`config.mk`:
```
export PLATFORM = sky130hd
export DESIGN_NAME = valve_mode_controller_core
export DESIGN_NICKNAME = d
export VERILOG_FILES = /design/src/hdl/vmc_pkg.sv /design/src/hdl/vmc_decide.sv /design/src/hdl/valve_mode_controller_core.sv
export SDC_FILE = /design/constraint.sdc
export NUM_CORES = 1
export LEC_CHECK = 0
export ABC_AREA = 1
export ABC_CLOCK_PERIOD_IN_PS = 6000
export BUFFER_PORTS_ARGS = -buffer_cell sky130_fd_sc_hd__buf_2
export CELL_PAD_IN_SITES_DETAIL_PLACEMENT = 2
export CELL_PAD_IN_SITES_GLOBAL_PLACEMENT = 2
export CORE_MARGIN = 4
export CORE_UTILIZATION = 38
export CTS_CLUSTER_DIAMETER = 100
export DETAILED_ROUTE_END_ITERATION = 10
export PLACE_DENSITY_LB_ADDON = 0.08
export SETUP_SLACK_MARGIN = 0.2
export SLEW_MARGIN = 20
export SYNTH_ARGS = -nofsm -noshare
export SYNTH_HDL_FRONTEND = slang
export SYNTH_HIERARCHICAL = 1
export SYNTH_SLANG_ARGS = --single-unit
```
`constraint.sdc`:
```
create_clock -name clock -period 6 [get_ports clock]
set_input_delay 0.3 -clock clock [delete_from_list [all_inputs] [get_ports clock]]
set_output_delay 0.3 -clock clock [all_outputs]
set_load 0.05 [all_outputs]
```
`src/hdl/vmc_pkg.sv`:
```
package vmc_pkg;

   localparam int TIME_W     = 14;
   localparam int MINUTE_W   = 11;
   localparam int LEVEL_W    = 16;
   localparam int MODE_W     = 3;
   localparam int CSR_IDX_W  = 3;
   localparam int CSR_DATA_W = 16;
   localparam int REQ_DATA_W = 48;
   localparam int RSP_DATA_W = 8;

   localparam int MINUTES_PER_DAY = 1440;

   // tenths to whole minutes: floor(t * 6554 / 2^16) is exact for t < 16384
   localparam int DIV10_MUL_W   = 13;
   localparam int DIV10_SHIFT   = 16;
   localparam logic [DIV10_MUL_W-1:0] DIV10_MUL = 13'd6554;

   localparam logic [MODE_W-1:0] MODE_HOLD      = 3'd0;
   localparam logic [MODE_W-1:0] MODE_TIMED     = 3'd1;
   localparam logic [MODE_W-1:0] MODE_HUMIDITY  = 3'd2;
   localparam logic [MODE_W-1:0] MODE_HUM_TRIG  = 3'd3;
   localparam logic [MODE_W-1:0] MODE_TEMP      = 3'd4;
   localparam logic [MODE_W-1:0] MODE_TEMP_TRIG = 3'd5;
   localparam logic [MODE_W-1:0] MODE_HOLD_ALT  = 3'd6;
   localparam logic [MODE_W-1:0] MODE_SPARE     = 3'd7;

   localparam logic [CSR_IDX_W-1:0] REG_MODE           = 3'd0;
   localparam logic [CSR_IDX_W-1:0] REG_START_MINUTE   = 3'd1;
   localparam logic [CSR_IDX_W-1:0] REG_WINDOW_MINUTES = 3'd2;
   localparam logic [CSR_IDX_W-1:0] REG_HUMIDITY_LOW   = 3'd3;
   localparam logic [CSR_IDX_W-1:0] REG_HUMIDITY_HIGH  = 3'd4;
   localparam logic [CSR_IDX_W-1:0] REG_TEMP_LOW       = 3'd5;
   localparam logic [CSR_IDX_W-1:0] REG_TEMP_HIGH      = 3'd6;

   typedef struct packed {
      logic [MODE_W-1:0]          mode;
      logic [MINUTE_W-1:0]        start_minute;
      logic [MINUTE_W-1:0]        window_minutes;
      logic [LEVEL_W-1:0]         humidity_low;
      logic [LEVEL_W-1:0]         humidity_high;
      logic signed [LEVEL_W-1:0]  temp_low;
      logic signed [LEVEL_W-1:0]  temp_high;
   } cfg_type;

   typedef struct packed {
      logic                 valve;
      logic [MINUTE_W-1:0]  window_begin;
      logic                 humidity_latch;
      logic                 heat_latch;
   } ctl_state_type;

   typedef struct packed {
      logic [TIME_W-1:0]          time_tenths;
      logic [LEVEL_W-1:0]         humidity_level;
      logic signed [LEVEL_W-1:0]  temperature_level;
   } sample_type;

endpackage

```
`src/hdl/vmc_decide.sv`:
```
module vmc_decide (
   input  vmc_pkg::cfg_type        cfg,
   input  vmc_pkg::ctl_state_type  cur,
   input  vmc_pkg::sample_type     sample,
   output vmc_pkg::ctl_state_type  nxt
);

   localparam int LO_W  = vmc_pkg::MINUTE_W + 4;
   localparam int SUM_W = vmc_pkg::MINUTE_W + 1;
   localparam int HI_W  = SUM_W + 4;
   localparam int PROD_W = vmc_pkg::TIME_W + vmc_pkg::DIV10_MUL_W;

   logic [LO_W-1:0]   lo_tenths;
   logic [SUM_W-1:0]  end_minute;
   logic [HI_W-1:0]   hi_tenths;
   logic              in_window;
   logic [PROD_W-1:0] div_prod;
   logic [vmc_pkg::MINUTE_W-1:0] now_minute;
   logic              hum_low;
   logic              hum_high;
   logic              temp_low;
   logic              temp_high;

   // times ten as shift-add
   assign lo_tenths  = {1'b0, cur.window_begin, 3'b000} + {3'b000, cur.window_begin, 1'b0};
   assign end_minute = {1'b0, cur.window_begin} + {1'b0, cfg.window_minutes};
   assign hi_tenths  = {1'b0, end_minute, 3'b000} + {3'b000, end_minute, 1'b0};

   // window is open at both ends, no wrap past midnight
   assign in_window = ({1'b0, sample.time_tenths} > lo_tenths) &&
                      ({2'b00, sample.time_tenths} < hi_tenths);

   assign div_prod   = PROD_W'(sample.time_tenths) * PROD_W'(vmc_pkg::DIV10_MUL);
   assign now_minute = div_prod[vmc_pkg::DIV10_SHIFT +: vmc_pkg::MINUTE_W];

   assign hum_low   = sample.humidity_level < cfg.humidity_low;
   assign hum_high  = sample.humidity_level > cfg.humidity_high;
   assign temp_low  = sample.temperature_level < cfg.temp_low;
   assign temp_high = sample.temperature_level > cfg.temp_high;

   always_comb begin
      nxt = cur;
      case (cfg.mode)
         vmc_pkg::MODE_TIMED: begin
            nxt.valve = in_window;
         end
         vmc_pkg::MODE_HUMIDITY: begin
            if (hum_low) nxt.valve = 1'b1;
            if (hum_high) nxt.valve = 1'b0;
         end
         vmc_pkg::MODE_HUM_TRIG: begin
            nxt.valve = in_window;
            if (!in_window) nxt.humidity_latch = 1'b0;
            if (hum_low && nxt.humidity_latch == 1'b0) begin
               nxt.humidity_latch = 1'b1;
               nxt.window_begin   = now_minute;
            end
         end
         vmc_pkg::MODE_TEMP: begin
            if (temp_high) nxt.valve = 1'b1;
            if (temp_low) nxt.valve = 1'b0;
         end
         vmc_pkg::MODE_TEMP_TRIG: begin
            nxt.valve = in_window;
            if (!in_window) nxt.heat_latch = 1'b0;
            if (temp_high && nxt.heat_latch == 1'b0) begin
               nxt.heat_latch   = 1'b1;
               nxt.window_begin = now_minute;
            end
         end
         default: begin
            // hold modes keep the valve as it is
            nxt = cur;
         end
      endcase
   end

endmodule

```
`src/hdl/valve_mode_controller_core.sv`:
```
// a request waits in the input register, then is decided into the response register
// throughput: one request per cycle unless the response is stalled; single decision stage
// a stalled response holds its register while one more request waits in the input register
// reset: synchronous, active high; clears configuration, valve, window start and latches
// valve is also cleared by a write to the mode register
module valve_mode_controller_core (
   input  logic        clock,
   input  logic        reset,
   input  logic        req_tvalid,
   output logic        req_tready,
   // time_tenths [13:0], humidity_level [29:14], temperature_level [45:30], zero [47:46]
   input  logic [47:0] req_tdata,
   output logic        rsp_tvalid,
   input  logic        rsp_tready,
   // valve_on [0], zero [7:1]
   output logic [7:0]  rsp_tdata,
   input  logic        csr_wen,
   input  logic [2:0]  csr_index,
   input  logic [15:0] csr_wdata
);

   vmc_pkg::cfg_type        cfg_ff, cfg_in;
   vmc_pkg::ctl_state_type  state_ff, state_in, state_next;
   vmc_pkg::sample_type     sample_ff, sample_in;
   logic                    s0_valid_ff, s0_valid_in;
   logic                    rsp_valid_ff, rsp_valid_in;
   logic                    rsp_valve_ff, rsp_valve_in;
   logic                    rsp_free;
   logic                    s0_advance;
   logic                    req_take;

   assign rsp_free   = !rsp_valid_ff || rsp_tready;
   assign s0_advance = s0_valid_ff && rsp_free;
   assign req_tready = !s0_valid_ff || rsp_free;
   assign req_take   = req_tvalid && req_tready;

   assign rsp_tvalid = rsp_valid_ff;
   assign rsp_tdata  = {7'b0, rsp_valve_ff};

   vmc_decide u_decide (
      .cfg    (cfg_ff),
      .cur    (state_ff),
      .sample (sample_ff),
      .nxt    (state_next)
   );

   always_comb begin
      cfg_in   = cfg_ff;
      state_in = state_ff;
      if (s0_advance) state_in = state_next;
      if (csr_wen) begin
         case (csr_index)
            vmc_pkg::REG_MODE: begin
               cfg_in.mode    = csr_wdata[vmc_pkg::MODE_W-1:0];
               state_in.valve = 1'b0;
            end
            vmc_pkg::REG_START_MINUTE: begin
               cfg_in.start_minute   = csr_wdata[vmc_pkg::MINUTE_W-1:0];
               state_in.window_begin = csr_wdata[vmc_pkg::MINUTE_W-1:0];
            end
            vmc_pkg::REG_WINDOW_MINUTES: cfg_in.window_minutes = csr_wdata[vmc_pkg::MINUTE_W-1:0];
            vmc_pkg::REG_HUMIDITY_LOW:   cfg_in.humidity_low   = csr_wdata;
            vmc_pkg::REG_HUMIDITY_HIGH:  cfg_in.humidity_high  = csr_wdata;
            vmc_pkg::REG_TEMP_LOW:       cfg_in.temp_low       = csr_wdata;
            vmc_pkg::REG_TEMP_HIGH:      cfg_in.temp_high      = csr_wdata;
            default: begin
               cfg_in = cfg_ff;
            end
         endcase
      end
   end

   always_comb begin
      s0_valid_in = s0_valid_ff;
      sample_in   = sample_ff;
      if (s0_advance) s0_valid_in = 1'b0;
      if (req_take) begin
         s0_valid_in                 = 1'b1;
         sample_in.time_tenths       = req_tdata[13:0];
         sample_in.humidity_level    = req_tdata[29:14];
         sample_in.temperature_level = req_tdata[45:30];
      end
      rsp_valid_in = rsp_valid_ff;
      rsp_valve_in = rsp_valve_ff;
      if (rsp_valid_ff && rsp_tready) rsp_valid_in = 1'b0;
      if (s0_advance) begin
         rsp_valid_in = 1'b1;
         rsp_valve_in = state_next.valve;
      end
   end

   always_ff @(posedge clock) begin
      if (reset) begin
         cfg_ff       <= '0;
         state_ff     <= '0;
         s0_valid_ff  <= 1'b0;
         rsp_valid_ff <= 1'b0;
      end else begin
         cfg_ff       <= cfg_in;
         state_ff     <= state_in;
         s0_valid_ff  <= s0_valid_in;
         rsp_valid_ff <= rsp_valid_in;
      end
   end

   always_ff @(posedge clock) begin
      sample_ff    <= sample_in;
      rsp_valve_ff <= rsp_valve_in;
   end

   // a decided request always lands in the response register
   assert property (@(posedge clock) disable iff (reset)
      s0_advance |=> rsp_tvalid)
      else $error("decided request lost");

   // input register only blocks when it is full and the response is stalled
   assert property (@(posedge clock) disable iff (reset)
      !req_tready |-> (s0_valid_ff && rsp_valid_ff && !rsp_tready))
      else $error("input blocked without backpressure");

   // mode write clears the valve
   assert property (@(posedge clock) disable iff (reset)
      (csr_wen && csr_index == vmc_pkg::REG_MODE) |=> !state_ff.valve)
      else $error("valve not cleared on mode write");

   // hold modes report the valve unchanged
   assert property (@(posedge clock) disable iff (reset)
      (s0_advance && !csr_wen &&
       (cfg_ff.mode == vmc_pkg::MODE_HOLD || cfg_ff.mode == vmc_pkg::MODE_HOLD_ALT ||
        cfg_ff.mode == vmc_pkg::MODE_SPARE))
      |=> (rsp_tdata[0] == $past(state_ff.valve)))
      else $error("valve moved in hold mode");

endmodule

```
==> flow_metrics.env <==
export IMPL_stdcell_count=1997
export IMPL_nNetsFinal=1913
export IMPL_die_area_mm2=0.0351
export IMPL_grt_start_max_net_pins=47
export IMPL_avgSynthCellArea_um2=8.13
export IMPL_crit_type="flip-flop to flip-flop"
export IMPL_die_x_um=187
export IMPL_skew_ns=0.00927
export IMPL_wirelength_um=38500
export IMPL_firstDrtPassIters=4
export IMPL_startpoint_type="flip-flop"
export IMPL_cts_tree="built"
export IMPL_synth_cell_area_mm2=0.0122
export IMPL_start_util=0.386
export IMPL_worstMarginPinSlew_ns=1.03
export IMPL_final_max_slew_viol_count=0
export IMPL_clkTransAtPathRegs_ns=0.07
export IMPL_vias_per_cell=5.20
export IMPL_antenna_left=0
export IMPL_hold_ws_ns=0.0247
export IMPL_die_h_um=187
export IMPL_grt_ovfl_total=0
export IMPL_end_kind="flip-flop"
export IMPL_crit_fanout=3
export IMPL_drive_above_1_share=0.119
export IMPL_io_buffers=72
export IMPL_required_ns=6.32
export IMPL_postLayoutCellArea_mm2=0.0137
export IMPL_cts_buffers=17
export IMPL_hold_class="input port to flip-flop"
export IMPL_setup_viol=0
export IMPL_grt_pass1_vias=11638
export IMPL_cts_htree_levels=4
export IMPL_clkLatencyLatePin_ns=0.45
export IMPL_arrival_ns=5.81
export IMPL_tns_ns=0
export IMPL_grt_setup_unrepaired="false"
export IMPL_n_fill_cell=3608
export IMPL_status="finished clean"
export IMPL_synthCells=1501
export IMPL_gp_congestion=0.807
export IMPL_cts_num_sinks=141
export IMPL_final_hold_viol_count=0
export IMPL_p_total_w=0.00433
export IMPL_hold_depth=1
export IMPL_grt_pass1_wl_um=62100
export IMPL_cap_violations=0
export IMPL_leakagePower_nw=6.50
export IMPL_num_rows=65
export IMPL_pin_count=82
export IMPL_cts_path_max_buffers=2
export IMPL_wl_per_cell_um=19.3
export IMPL_area_growth_pct=12.1
export IMPL_grt_usage=0.223
export IMPL_dpl_cell_area_mm2=0.0129
export IMPL_core_area_mm2=0.0316
export IMPL_yosysWarnings=6
export IMPL_place_hpwl_um=30300
export IMPL_drt_iter0_drc=426
export IMPL_fin_crit_sh=0.916
export IMPL_antenna_found_initial=1
export IMPL_peakVddDrop_uv=226
export IMPL_power_density_mw_per_mm2=316
export IMPL_rr_worst_depth=23
export IMPL_slew_headroom=0.312
export IMPL_dpl_cell_count=1954
export IMPL_period_needed_ns=5.50
export IMPL_routed_via_count=10381
export IMPL_drc=0
export IMPL_max_freq_ghz=0.182
export IMPL_cts_root_buf="clkbuf_16"
## flip-flops by register name (all words and copies together) (netlist names)
name / flops
cfg_ff: 78
sample_ff: 46
rsp_tvalid: 1
s0_valid_ff: 1
rsp_valve_ff: 1
state_ff: 14
## layout by cell type (no fill, tap or decap), drive strengths merged, types with 2 or more instances in the layout
| cell type | instances |
|---|---|
| xor2 | 26 |
| a211oi | 8 |
| a31oi | 2 |
| dfxtp | 94 |
| nand2 | 184 |
| o21bai | 5 |
| a21o | 3 |
| o221ai | 3 |
| conb | 7 |
| clkinvlp | 3 |
| ha | 209 |
| nor4 | 2 |
| buf | 88 |
| nor2 | 205 |
| nor3b | 2 |
| bufinv | 4 |
| inv | 257 |
| nand3 | 99 |
| edfxtp | 47 |
| fa | 51 |
| o211ai | 8 |
| clkbuf | 20 |
| xnor2 | 13 |
| o21ai | 111 |
| o21a | 3 |
| clkinv | 4 |
| a21boi | 3 |
| nor3 | 17 |
| dlygate4sd3 | 2 |
| nand4 | 10 |
| nand3b | 2 |
| a21oi | 93 |
## final timing paths
path                  from           end  slack [ns]
max reg2reg  sample_ff[37]  state_ff[10]        0.50
min reg2reg     cfg_ff[28]    cfg_ff[28]        0.49
min          req_tdata[32]  sample_ff[2]        0.02
max          sample_ff[37]  state_ff[10]        0.50
## per-layer routing
layer / global-route usage / vias to the layer above / wire, um
met5: 0 / - / 0
met1: 0.265 / 5136 / 16500
met3: 0.0384 / 41 / 1020
li1: - / 5093 / -
met2: 0.414 / 111 / 20000
met4: 0.0614 / 0 / 924
## repair_timing
| action | in CTS | in global routing |
|---|---|---|
| endpoints found under the setup margin | 0 | 7 |
| hold buffers | 0 | 2 |
| resized for setup | 0 | 10 |
| hold endpoints to repair | 0 | 2 |
| buffers inserted | 0 | 8 |
## power by group
part	leakage (nW)	internal [W]	switching (W)
clock	0.292	0.000701	0.000471
sequential	1.22	0.00104	0.0000505
combinational	4.98	0.000776	0.00129
## through the flow
stage	setup WS, ns	util
6_report	0.504	0.433
5_1_grt	0.192	0.433
4_1_cts	0.338	0.428
3_5_place_dp	0.401	0.409
3_3_place_gp	0.537	0.409
2_1_floorplan	1.07	-
## worst max-delay path, cell delays in order, from the launching register on
cell,delay [ns]
edfxtp_1,0.50
buf_4,0.20
ha_4,0.27
inv_1,0.06
fa_1,0.50
fa_1,0.55
inv_1,0.06
fa_1,0.52
fa_1,0.53
ha_1,0.35
nand2_1,0.10
nor4_2,0.27
a21oi_2,0.14
inv_1,0.07
nand2_1,0.08
o31ai_2,0.22
xor2_1,0.28
nand3_1,0.12
nand3_1,0.13
nand3_1,0.07
inv_1,0.06
nand3_1,0.09
nand3_1,0.13
a21oi_1,0.06
## cell type report
cell class                      instances  area (um^2)  area share
Clock buffer                           20          437      0.0319
Sequential cell                       141         3290       0.241
Tap cell                              402          503      0.0367
Inverter                              256          965      0.0705
Antenna cell                            1         2.50    0.000183
Timing Repair Buffer                   90          500      0.0366
Clock inverter                         12          183      0.0133
Multi-Input combinational cell       1075         7800       0.570
No activity file was read; power rests on OpenSTA's default activity.
